[config.mk]
export PLATFORM = sky130hd
export DESIGN_NAME = at_modem_response_framer_core
export DESIGN_NICKNAME = d
export VERILOG_FILES = /design/src/hdl/amrf_pkg.sv /design/src/hdl/at_modem_response_framer_core.sv /design/src/hdl/amrf_framer.sv /design/src/hdl/amrf_out_stage.sv
export SDC_FILE = /design/constraint.sdc
export NUM_CORES = 1
export LEC_CHECK = 0
export ABC_AREA = 1
export BUFFER_PORTS_ARGS = -buffer_cell sky130_fd_sc_hd__clkbuf_2
export CORE_MARGIN = 2
export CORE_UTILIZATION = 50
export DETAILED_ROUTE_END_ITERATION = 16
export PLACE_DENSITY = 0.74
export SYNTH_ARGS = -nofsm -noshare
export SYNTH_HDL_FRONTEND = slang
export SYNTH_SLANG_ARGS = --single-unit
[constraint.sdc]
create_clock -name clk -period 7.4 [get_ports clk]
set_input_delay 0.74 -clock clk [delete_from_list [all_inputs] [get_ports clk]]
set_output_delay 0.74 -clock clk [all_outputs]
set_load 0.02 [all_outputs]
[src/hdl/amrf_pkg.sv]
// Package for the AT modem response framer: sizes, character codes,
// frame kinds and the result beat structure.
// No dependencies; used by every module of the block.
`default_nettype none

package amrf_pkg;

  // Frame buffer size in bytes; a frame is cut once it holds this many.
  localparam int BUFFER_BYTES = 256;

  // Byte position counter width; the position never reaches BUFFER_BYTES.
  localparam int POS_W = $clog2(BUFFER_BYTES);

  // Width used to form frame lengths before they are cut to the port width.
  localparam int LEN_W      = 9;
  localparam int LEN_CALC_W = (POS_W + 1 > LEN_W) ? POS_W + 1 : LEN_W;

  // Length accumulator and end position widths.
  localparam int ACC_W = 16;
  localparam int END_W = 17;

  // "+IPD" with the earliest byte in the top byte.
  localparam logic [31:0] HEADER_WORD = 32'h2B49_5044;

  localparam logic [7:0] CHAR_COLON   = 8'h3A;
  localparam logic [7:0] CHAR_COMMA   = 8'h2C;
  localparam logic [7:0] CHAR_ZERO    = 8'h30;
  localparam logic [7:0] CHAR_NINE    = 8'h39;
  localparam logic [7:0] CHAR_NEWLINE = 8'h0A;
  localparam logic [7:0] CHAR_PROMPT  = 8'h3E;

  // Frame kinds.
  localparam logic [1:0] KIND_LINE = 2'd0;
  localparam logic [1:0] KIND_DATA = 2'd1;
  localparam logic [1:0] KIND_FULL = 2'd2;

  // One result beat.
  typedef struct packed {
    logic [7:0]       byte_out;
    logic             byte_kept;
    logic             frame_done;
    logic [1:0]       frame_kind;
    logic [LEN_W-1:0] frame_length;
  } result_t;

endpackage

`default_nettype wire

[src/hdl/at_modem_response_framer_core.sv]
// Top level of the AT modem response framer: input register, framing logic
// and output register. Depends on amrf_pkg, amrf_framer and amrf_out_stage.
// A byte accepted on the slave side passes through the input register and then
// the output register before its result beat is offered on the master side.
// Throughput: one byte per cycle, limited only by the downstream tready; the
// input register and the output register each hold one beat.
// Reset (rst, synchronous, active high) empties both registers and clears
// the framing state, so the first byte after reset starts a new frame.
`default_nettype none

module at_modem_response_framer_core (
  input  wire logic        clk,
  input  wire logic        rst,
  input  wire logic        s_tvalid,
  output logic             s_tready,
  input  wire logic [7:0]  s_tdata,  // [7:0] rx_byte
  output logic             m_tvalid,
  input  wire logic        m_tready,
  output logic [23:0]      m_tdata,  // [7:0] byte_out, [16:8] frame_length
  output logic             m_tlast,  // frame_done
  output logic [2:0]       m_tuser   // [0] byte_kept, [2:1] frame_kind
);

  logic              in_valid;
  logic [7:0]        in_byte;
  logic              room;
  logic              advance;
  amrf_pkg::result_t result;

  // The held byte moves on whenever the output register has room.
  assign advance  = in_valid && room;
  assign s_tready = !in_valid || room;

  // Input register.
  always_ff @(posedge clk) begin
    if (rst) begin
      in_valid <= 1'b0;
    end else if (s_tready) begin
      in_valid <= s_tvalid;
    end
  end

  always_ff @(posedge clk) begin
    if (s_tready && s_tvalid) begin
      in_byte <= s_tdata[7:0];
    end
  end

  amrf_framer u_framer (
    .clk     (clk),
    .rst     (rst),
    .fire    (advance),
    .rx_byte (in_byte),
    .result  (result)
  );

  amrf_out_stage u_out_stage (
    .clk      (clk),
    .rst      (rst),
    .load     (advance),
    .result   (result),
    .room     (room),
    .m_tvalid (m_tvalid),
    .m_tready (m_tready),
    .m_tdata  (m_tdata),
    .m_tlast  (m_tlast),
    .m_tuser  (m_tuser)
  );

endmodule

`default_nettype wire

[src/hdl/amrf_framer.sv]
// Framing state and the per-byte decision logic of the AT modem response
// framer. Depends on amrf_pkg.
`default_nettype none

module amrf_framer (
  input  wire logic             clk,
  input  wire logic             rst,
  input  wire logic             fire,     // the byte is consumed this cycle
  input  wire logic [7:0]       rx_byte,
  output amrf_pkg::result_t     result
);

  logic [amrf_pkg::POS_W-1:0] byte_position, byte_position_next;
  logic [31:0]                first_four_bytes, first_four_bytes_next;
  logic                       in_data_frame, in_data_frame_next;
  logic                       length_known, length_known_next;
  logic [amrf_pkg::ACC_W-1:0] digit_accumulator, digit_accumulator_next;
  logic [amrf_pkg::END_W-1:0] data_end_position, data_end_position_next;
  logic                       comma_seen, comma_seen_next;

  logic                            is_data;
  logic                            is_digit;
  logic                            at_last_slot;
  logic [19:0]                     acc_times_ten;
  logic [19:0]                     acc_sum;
  logic [amrf_pkg::LEN_CALC_W-1:0] pos_wide;
  logic [amrf_pkg::LEN_CALC_W-1:0] len_calc;
  logic                            kept, done;
  logic [1:0]                      kind;

  assign pos_wide     = amrf_pkg::LEN_CALC_W'(byte_position);
  assign at_last_slot = (byte_position == amrf_pkg::POS_W'(amrf_pkg::BUFFER_BYTES - 1));
  assign is_digit     = (rx_byte >= amrf_pkg::CHAR_ZERO) && (rx_byte <= amrf_pkg::CHAR_NINE);

  // Decimal accumulate: acc * 10 + digit, saturated to 16 bits.
  assign acc_times_ten = {1'b0, digit_accumulator, 3'b000} + {3'b000, digit_accumulator, 1'b0};
  assign acc_sum       = acc_times_ten + 20'(rx_byte - amrf_pkg::CHAR_ZERO);

  // Next state and result for the byte at the input register.
  always_comb begin
    byte_position_next     = byte_position;
    first_four_bytes_next  = first_four_bytes;
    length_known_next      = length_known;
    digit_accumulator_next = digit_accumulator;
    data_end_position_next = data_end_position;
    comma_seen_next        = comma_seen;
    kept                   = 1'b1;
    done                   = 1'b0;
    kind                   = amrf_pkg::KIND_LINE;
    len_calc               = '0;

    is_data = in_data_frame ||
              ((byte_position == amrf_pkg::POS_W'(4)) &&
               (first_four_bytes == amrf_pkg::HEADER_WORD));
    in_data_frame_next = is_data;

    if (is_data) begin
      // Length parsing up to the colon that follows a comma.
      if (!length_known) begin
        if (rx_byte == amrf_pkg::CHAR_COMMA) begin
          comma_seen_next        = 1'b1;
          digit_accumulator_next = '0;
        end else if (is_digit) begin
          digit_accumulator_next = (acc_sum[19:16] != 4'd0) ? '1 : acc_sum[15:0];
        end else if ((rx_byte == amrf_pkg::CHAR_COLON) && comma_seen) begin
          length_known_next      = 1'b1;
          data_end_position_next = amrf_pkg::END_W'(byte_position) +
                                   amrf_pkg::END_W'(digit_accumulator);
        end
      end
      if (length_known_next &&
          (data_end_position_next == amrf_pkg::END_W'(byte_position))) begin
        done     = 1'b1;
        kind     = amrf_pkg::KIND_DATA;
        len_calc = pos_wide + amrf_pkg::LEN_CALC_W'(1);
      end else if (at_last_slot) begin
        done     = 1'b1;
        kind     = amrf_pkg::KIND_FULL;
        len_calc = pos_wide + amrf_pkg::LEN_CALC_W'(1);
      end else begin
        byte_position_next = byte_position + amrf_pkg::POS_W'(1);
      end
    end else begin
      // Line and prompt frames.
      if (rx_byte == amrf_pkg::CHAR_NEWLINE) begin
        kept     = 1'b0;
        done     = 1'b1;
        len_calc = pos_wide;
      end else if ((byte_position == '0) && (rx_byte == amrf_pkg::CHAR_PROMPT)) begin
        done     = 1'b1;
        len_calc = amrf_pkg::LEN_CALC_W'(1);
      end else if (at_last_slot) begin
        done     = 1'b1;
        kind     = amrf_pkg::KIND_FULL;
        len_calc = pos_wide + amrf_pkg::LEN_CALC_W'(1);
      end else begin
        if (byte_position < amrf_pkg::POS_W'(4)) begin
          first_four_bytes_next = {first_four_bytes[23:0], rx_byte};
        end
        byte_position_next = byte_position + amrf_pkg::POS_W'(1);
      end
    end

    // A finished frame returns every state entry to zero.
    if (done) begin
      byte_position_next     = '0;
      first_four_bytes_next  = '0;
      in_data_frame_next     = 1'b0;
      length_known_next      = 1'b0;
      digit_accumulator_next = '0;
      data_end_position_next = '0;
      comma_seen_next        = 1'b0;
    end
  end

  assign result.byte_out     = rx_byte;
  assign result.byte_kept    = kept;
  assign result.frame_done   = done;
  assign result.frame_kind   = kind;
  assign result.frame_length = len_calc[amrf_pkg::LEN_W-1:0];

  // Framing state advances once per consumed byte.
  always_ff @(posedge clk) begin
    if (rst) begin
      byte_position     <= '0;
      first_four_bytes  <= '0;
      in_data_frame     <= 1'b0;
      length_known      <= 1'b0;
      digit_accumulator <= '0;
      data_end_position <= '0;
      comma_seen        <= 1'b0;
    end else if (fire) begin
      byte_position     <= byte_position_next;
      first_four_bytes  <= first_four_bytes_next;
      in_data_frame     <= in_data_frame_next;
      length_known      <= length_known_next;
      digit_accumulator <= digit_accumulator_next;
      data_end_position <= data_end_position_next;
      comma_seen        <= comma_seen_next;
    end
  end

`ifndef SYNTHESIS
  // The length is only fixed inside a data frame.
  a_known_in_data: assert property (@(posedge clk) disable iff (rst)
    length_known |-> in_data_frame)
    else $error("length fixed outside a data frame");

  // A consumed byte that ends a frame leaves the position at zero.
  a_clear_after_done: assert property (@(posedge clk) disable iff (rst)
    (fire && done) |=> (byte_position == '0) && !in_data_frame && !comma_seen)
    else $error("frame state not cleared after frame end");

  // A dropped byte is always a newline ending a line frame.
  a_dropped_is_line_end: assert property (@(posedge clk) disable iff (rst)
    !kept |-> (done && (kind == amrf_pkg::KIND_LINE) && !is_data))
    else $error("dropped byte outside a line frame end");

  // Tags are zero on bytes that do not end a frame.
  a_tags_idle: assert property (@(posedge clk) disable iff (rst)
    !done |-> ((kind == amrf_pkg::KIND_LINE) && (len_calc == '0)))
    else $error("frame tags set on a byte inside a frame");
`endif

endmodule

`default_nettype wire

[src/hdl/amrf_out_stage.sv]
// Output register of the AT modem response framer: holds one result beat
// until the downstream side takes it. Depends on amrf_pkg.
`default_nettype none

module amrf_out_stage (
  input  wire logic              clk,
  input  wire logic              rst,
  input  wire logic              load,   // a new result enters this cycle
  input  wire amrf_pkg::result_t result,
  output logic                   room,   // a result can enter this cycle
  output logic                   m_tvalid,
  input  wire logic              m_tready,
  output logic [23:0]            m_tdata, // [7:0] byte_out, [16:8] frame_length
  output logic                   m_tlast, // frame_done
  output logic [2:0]             m_tuser  // [0] byte_kept, [2:1] frame_kind
);

  amrf_pkg::result_t held;

  assign room = !m_tvalid || m_tready;

  // Valid flag follows loads and downstream takes.
  always_ff @(posedge clk) begin
    if (rst) begin
      m_tvalid <= 1'b0;
    end else if (room) begin
      m_tvalid <= load;
    end
  end

  // Payload is captured with each load.
  always_ff @(posedge clk) begin
    if (load) begin
      held <= result;
    end
  end

  assign m_tdata = {7'd0, held.frame_length, held.byte_out};
  assign m_tlast = held.frame_done;
  assign m_tuser = {held.frame_kind, held.byte_kept};

endmodule

`default_nettype wire

==> impl_metrics.json <==
{
  "status": "completed",
  "cts_buffers": 9,
  "cts_setup_buffers": 0,
  "drtAntennaViolNets": 0,
  "p_int_uw": 942.9,
  "clock-sinks": 107,
  "yosysTopAreaCell": "dfxtp_1",
  "routed_wirelength_um": 17430,
  "routed_via_density": 5.435,
  "switching_share_pct": 26.15,
  "final_nets": 1083,
  "avgSynthCellArea_um2": 7.086,
  "yosysSeqAreaShare_pct": 33.89,
  "wl_met3_um": 1012,
  "ys_async_sr_fraction_pct": 0,
  "grt_overflow": 0,
  "maxCapViolations": 0,
  "crit_path_max_fanout": 16,
  "final_cells": 1205,
  "grt.total_usage_pct": 23.93,
  "layout-drive-gt1-share_pct": 7.902,
  "maxSlewHeadroom_pct": 22.23,
  "fin_setup_tns_ps": 0,
  "gp_congestion": 0.9355,
  "finalCritPeriodShare_pct": 66.07,
  "synth_area_leaders": "dfxtp_1, nand2_1, edfxtp_1",
  "max-vdd-ir-drop_mv": 0.1276,
  "cts_tree": "built",
  "wire_per_inst_um": 14.47,
  "antenna_found_initial": 0,
  "grt_pass1_vias": 5883,
  "ctsResizeCount": 0,
  "reg2reg_to": "u_framer.digit_accumulator[9]",
  "pwr_density_cell_nw_per_um2": 166.7,
  "drv_slew": 0,
  "clockPowerShare_pct": 40.3,
  "via_count": 6549,
  "synth.most_common_cell": "nand2_1",
  "critPathLaunchType": "flip-flop",
  "drc": 0,
  "wl_met2_um": 7852,
  "crit_path_end_kind": "flip-flop",
  "synth_commonest_cells": "nand2_1, inv_1, nand3_1",
  "synth_edf_count": 29,
  "die_x_um": 123.8,
  "coreArea_um2": 13930,
  "clk_path_buf_depth": 2,
  "start_util_pct": 51.51,
  "top_layer": "met4",
  "hp-start": "u_framer.data_end_position[0]",
  "num_rows": 43,
  "dpl.hpwl_um": 12810,
  "die_h_um": 123.8,
  "yosys_warnings": 0,
  "synth_ff_type": "dfxtp_1",
  "syn_area_um2": 7178,
  "synthDominantCellAreaShare_pct": 21.75,
  "htreeDepth": 3,
  "diodes": 0,
  "dpl.cell_count": 1190,
  "hold_class": "reg2reg",
  "grt_max_degree": 54,
  "path_class": "reg2reg",
  "syn_inst": 1013,
  "holdPathEnd": "u_framer.data_end_position[0]",
  "reg2reg_slack_ps": 2510,
  "ios": 42,
  "first_pass_iters": 6,
  "worstMarginPinSlew_ps": 1162,
  "synth_cell_type_count": 49,
  "design.die.area_um2": 15330,
  "arrival_ps": 5140,
  "pwr-share-comb_pct": 10.2,
  "reg2reg_from": "in_byte[7]",
  "drt-met1-wl_um": 8127,
  "syn_to_final_growth_pct": 6.676,
  "pwr-share-seq_pct": 49.5,
  "drt_iter0_markers": 626,
  "skew_ps": 12.25,
  "cts_root_buffer": "clkbuf_16",
  "max_freq_ghz": 0.2045,
  "ys_ff_latch": 107,
  "setup_viol": 0,
  "hold_buffers": 0,
  "cp.required_ps": 7650,
  "p_switching_uw": 333.9,
  "min_path_cells": 2,
  "clkTransAtPathRegs_ps": 70,
  "hold_violations": 0,
  "period_minus_slack_ps": 4889,
  "grt_pass1_wl_um": 28950,
  "port_buffers": 34,
  "p_leak_nw": 3.399,
  "clock_latency_ps": 360,
  "rsz0062_at_grt": "false",
  "ff2ff_path_depth": 17
}
per-stage QoR:
| step | hold slack (ps) | util, % | area (µm²) | total power, mW | setup WS [ps] |
|---|---|---|---|---|---|
| floorplan | 439.8 | - | 7201 | 0.7415 | 3433 |
| global placement | 448.5 | 52.69 | 7342 | 0.7714 | 2804 |
| CTS | 467.3 | 54.95 | 7657 | 1.284 | 2541 |
| finish | 467.8 | 54.95 | 7657 | 1.277 | 2511 |
| detailed placement | 455.8 | 52.69 | 7342 | 0.7733 | 2576 |
| global route | 480.4 | 54.95 | 7657 | 1.323 | 1973 |
critical path, cell delays in order, from the launching register on:
cell and delay [ps]:
edfxtp_1 490, nor2_1 260, inv_1 110, nor2_1 880, fa_1 590, ha_1 380
nand2_1 110, nor3_1 190, nor3b_1 270, nand4_1 120, nand3_1 120, xor2_1 70
nor2_1 100, nand3_1 430, nor3b_1 390, nor2_1 60, a21oi_1 120, nor2_1 70
metal layers:
layer | track usage, % | up-vias
li1 | - | 3324
met1 | 33.99 | 2972
met2 | 36.81 | 207
met3 | 3.938 | 46
met4 | 8.381 | 0
met5 | 0 | -
how the worst max path moves through the flow:
stage / cells past startpoint / from / end / slack [ps]
3_3_place_gp: 17 / in_byte[7] / u_framer.digit_accumulator[8] / 2800
5_1_grt: 17 / in_byte[7] / u_framer.digit_accumulator[9] / 1970
3_5_place_dp: 17 / in_byte[7] / u_framer.digit_accumulator[9] / 2580
4_1_cts: 17 / in_byte[7] / u_framer.digit_accumulator[9] / 2540
6_report: 17 / in_byte[7] / u_framer.digit_accumulator[9] / 2510
2_1_floorplan: 18 / in_byte[7] / u_framer.digit_accumulator[15] / 3430
flip-flops by register name, summed over array words and instances (netlist names):
name	flops
in_valid	1
u_framer.comma_seen	1
u_framer.length_known	1
u_framer.byte_position	8
u_framer.first_four_bytes	32
u_out_stage.m_tlast	1
in_byte	8
u_framer.digit_accumulator	16
u_out_stage.m_tvalid	1
u_out_stage.m_tdata	17
u_framer.data_end_position	17
u_framer.in_data_frame	1
u_out_stage.m_tuser	3
layout make-up:
class	count	area (µm²)
clock buffer	10	250.2
tap	180	225.2
fill	1355	6277
clock inverter	5	65.06
sequential	107	2432
multi-input combinational	747	4049
inverter	120	450.4
timing repair buffer	36	185.2
logic make-up after synthesis:
logic type / after synthesis / share of synthesized area [%]
other: 1 / 0.05224
and+or+nand+nor: 524 / 32.42
buffers and inverters: 165 / 10.02
AOI/OAI and AO/OA: 150 / 11.28
DFF: 107 / 33.89
adders and majority gates: 50 / 10.39
xor gates and xnor gates: 16 / 1.952
power by group through the flow:
| stage | clock network [mW] | logic, mW | registers, mW |
|---|---|---|---|
| 2_1_floorplan | 0 | 0.0974 | 0.644 |
| 3_3_place_gp | 0 | 0.127 | 0.644 |
| 3_5_place_dp | 0 | 0.128 | 0.645 |
| 4_1_cts | 0.523 | 0.129 | 0.631 |
| 5_1_grt | 0.543 | 0.147 | 0.633 |
| 6_report | 0.515 | 0.130 | 0.632 |
cells in the final DEF, fill, tap and decap left out, drive strengths merged, types with 5 or more instances in the layout:
master | netlist | layout
a21oi | 106 | 106
clkbuf | 16 | 44
conb | 1 | 7
dfxtp | 78 | 78
edfxtp | 29 | 29
fa | 16 | 16
ha | 34 | 34
inv | 120 | 124
nand2 | 249 | 249
nand3 | 111 | 111
nand4 | 20 | 20
nor2 | 109 | 109
nor3 | 8 | 8
nor3b | 5 | 5
nor4 | 6 | 6
o21ai | 24 | 24
or2 | 11 | 11
xor2 | 14 | 14
(Power assumes the default switching activity.)
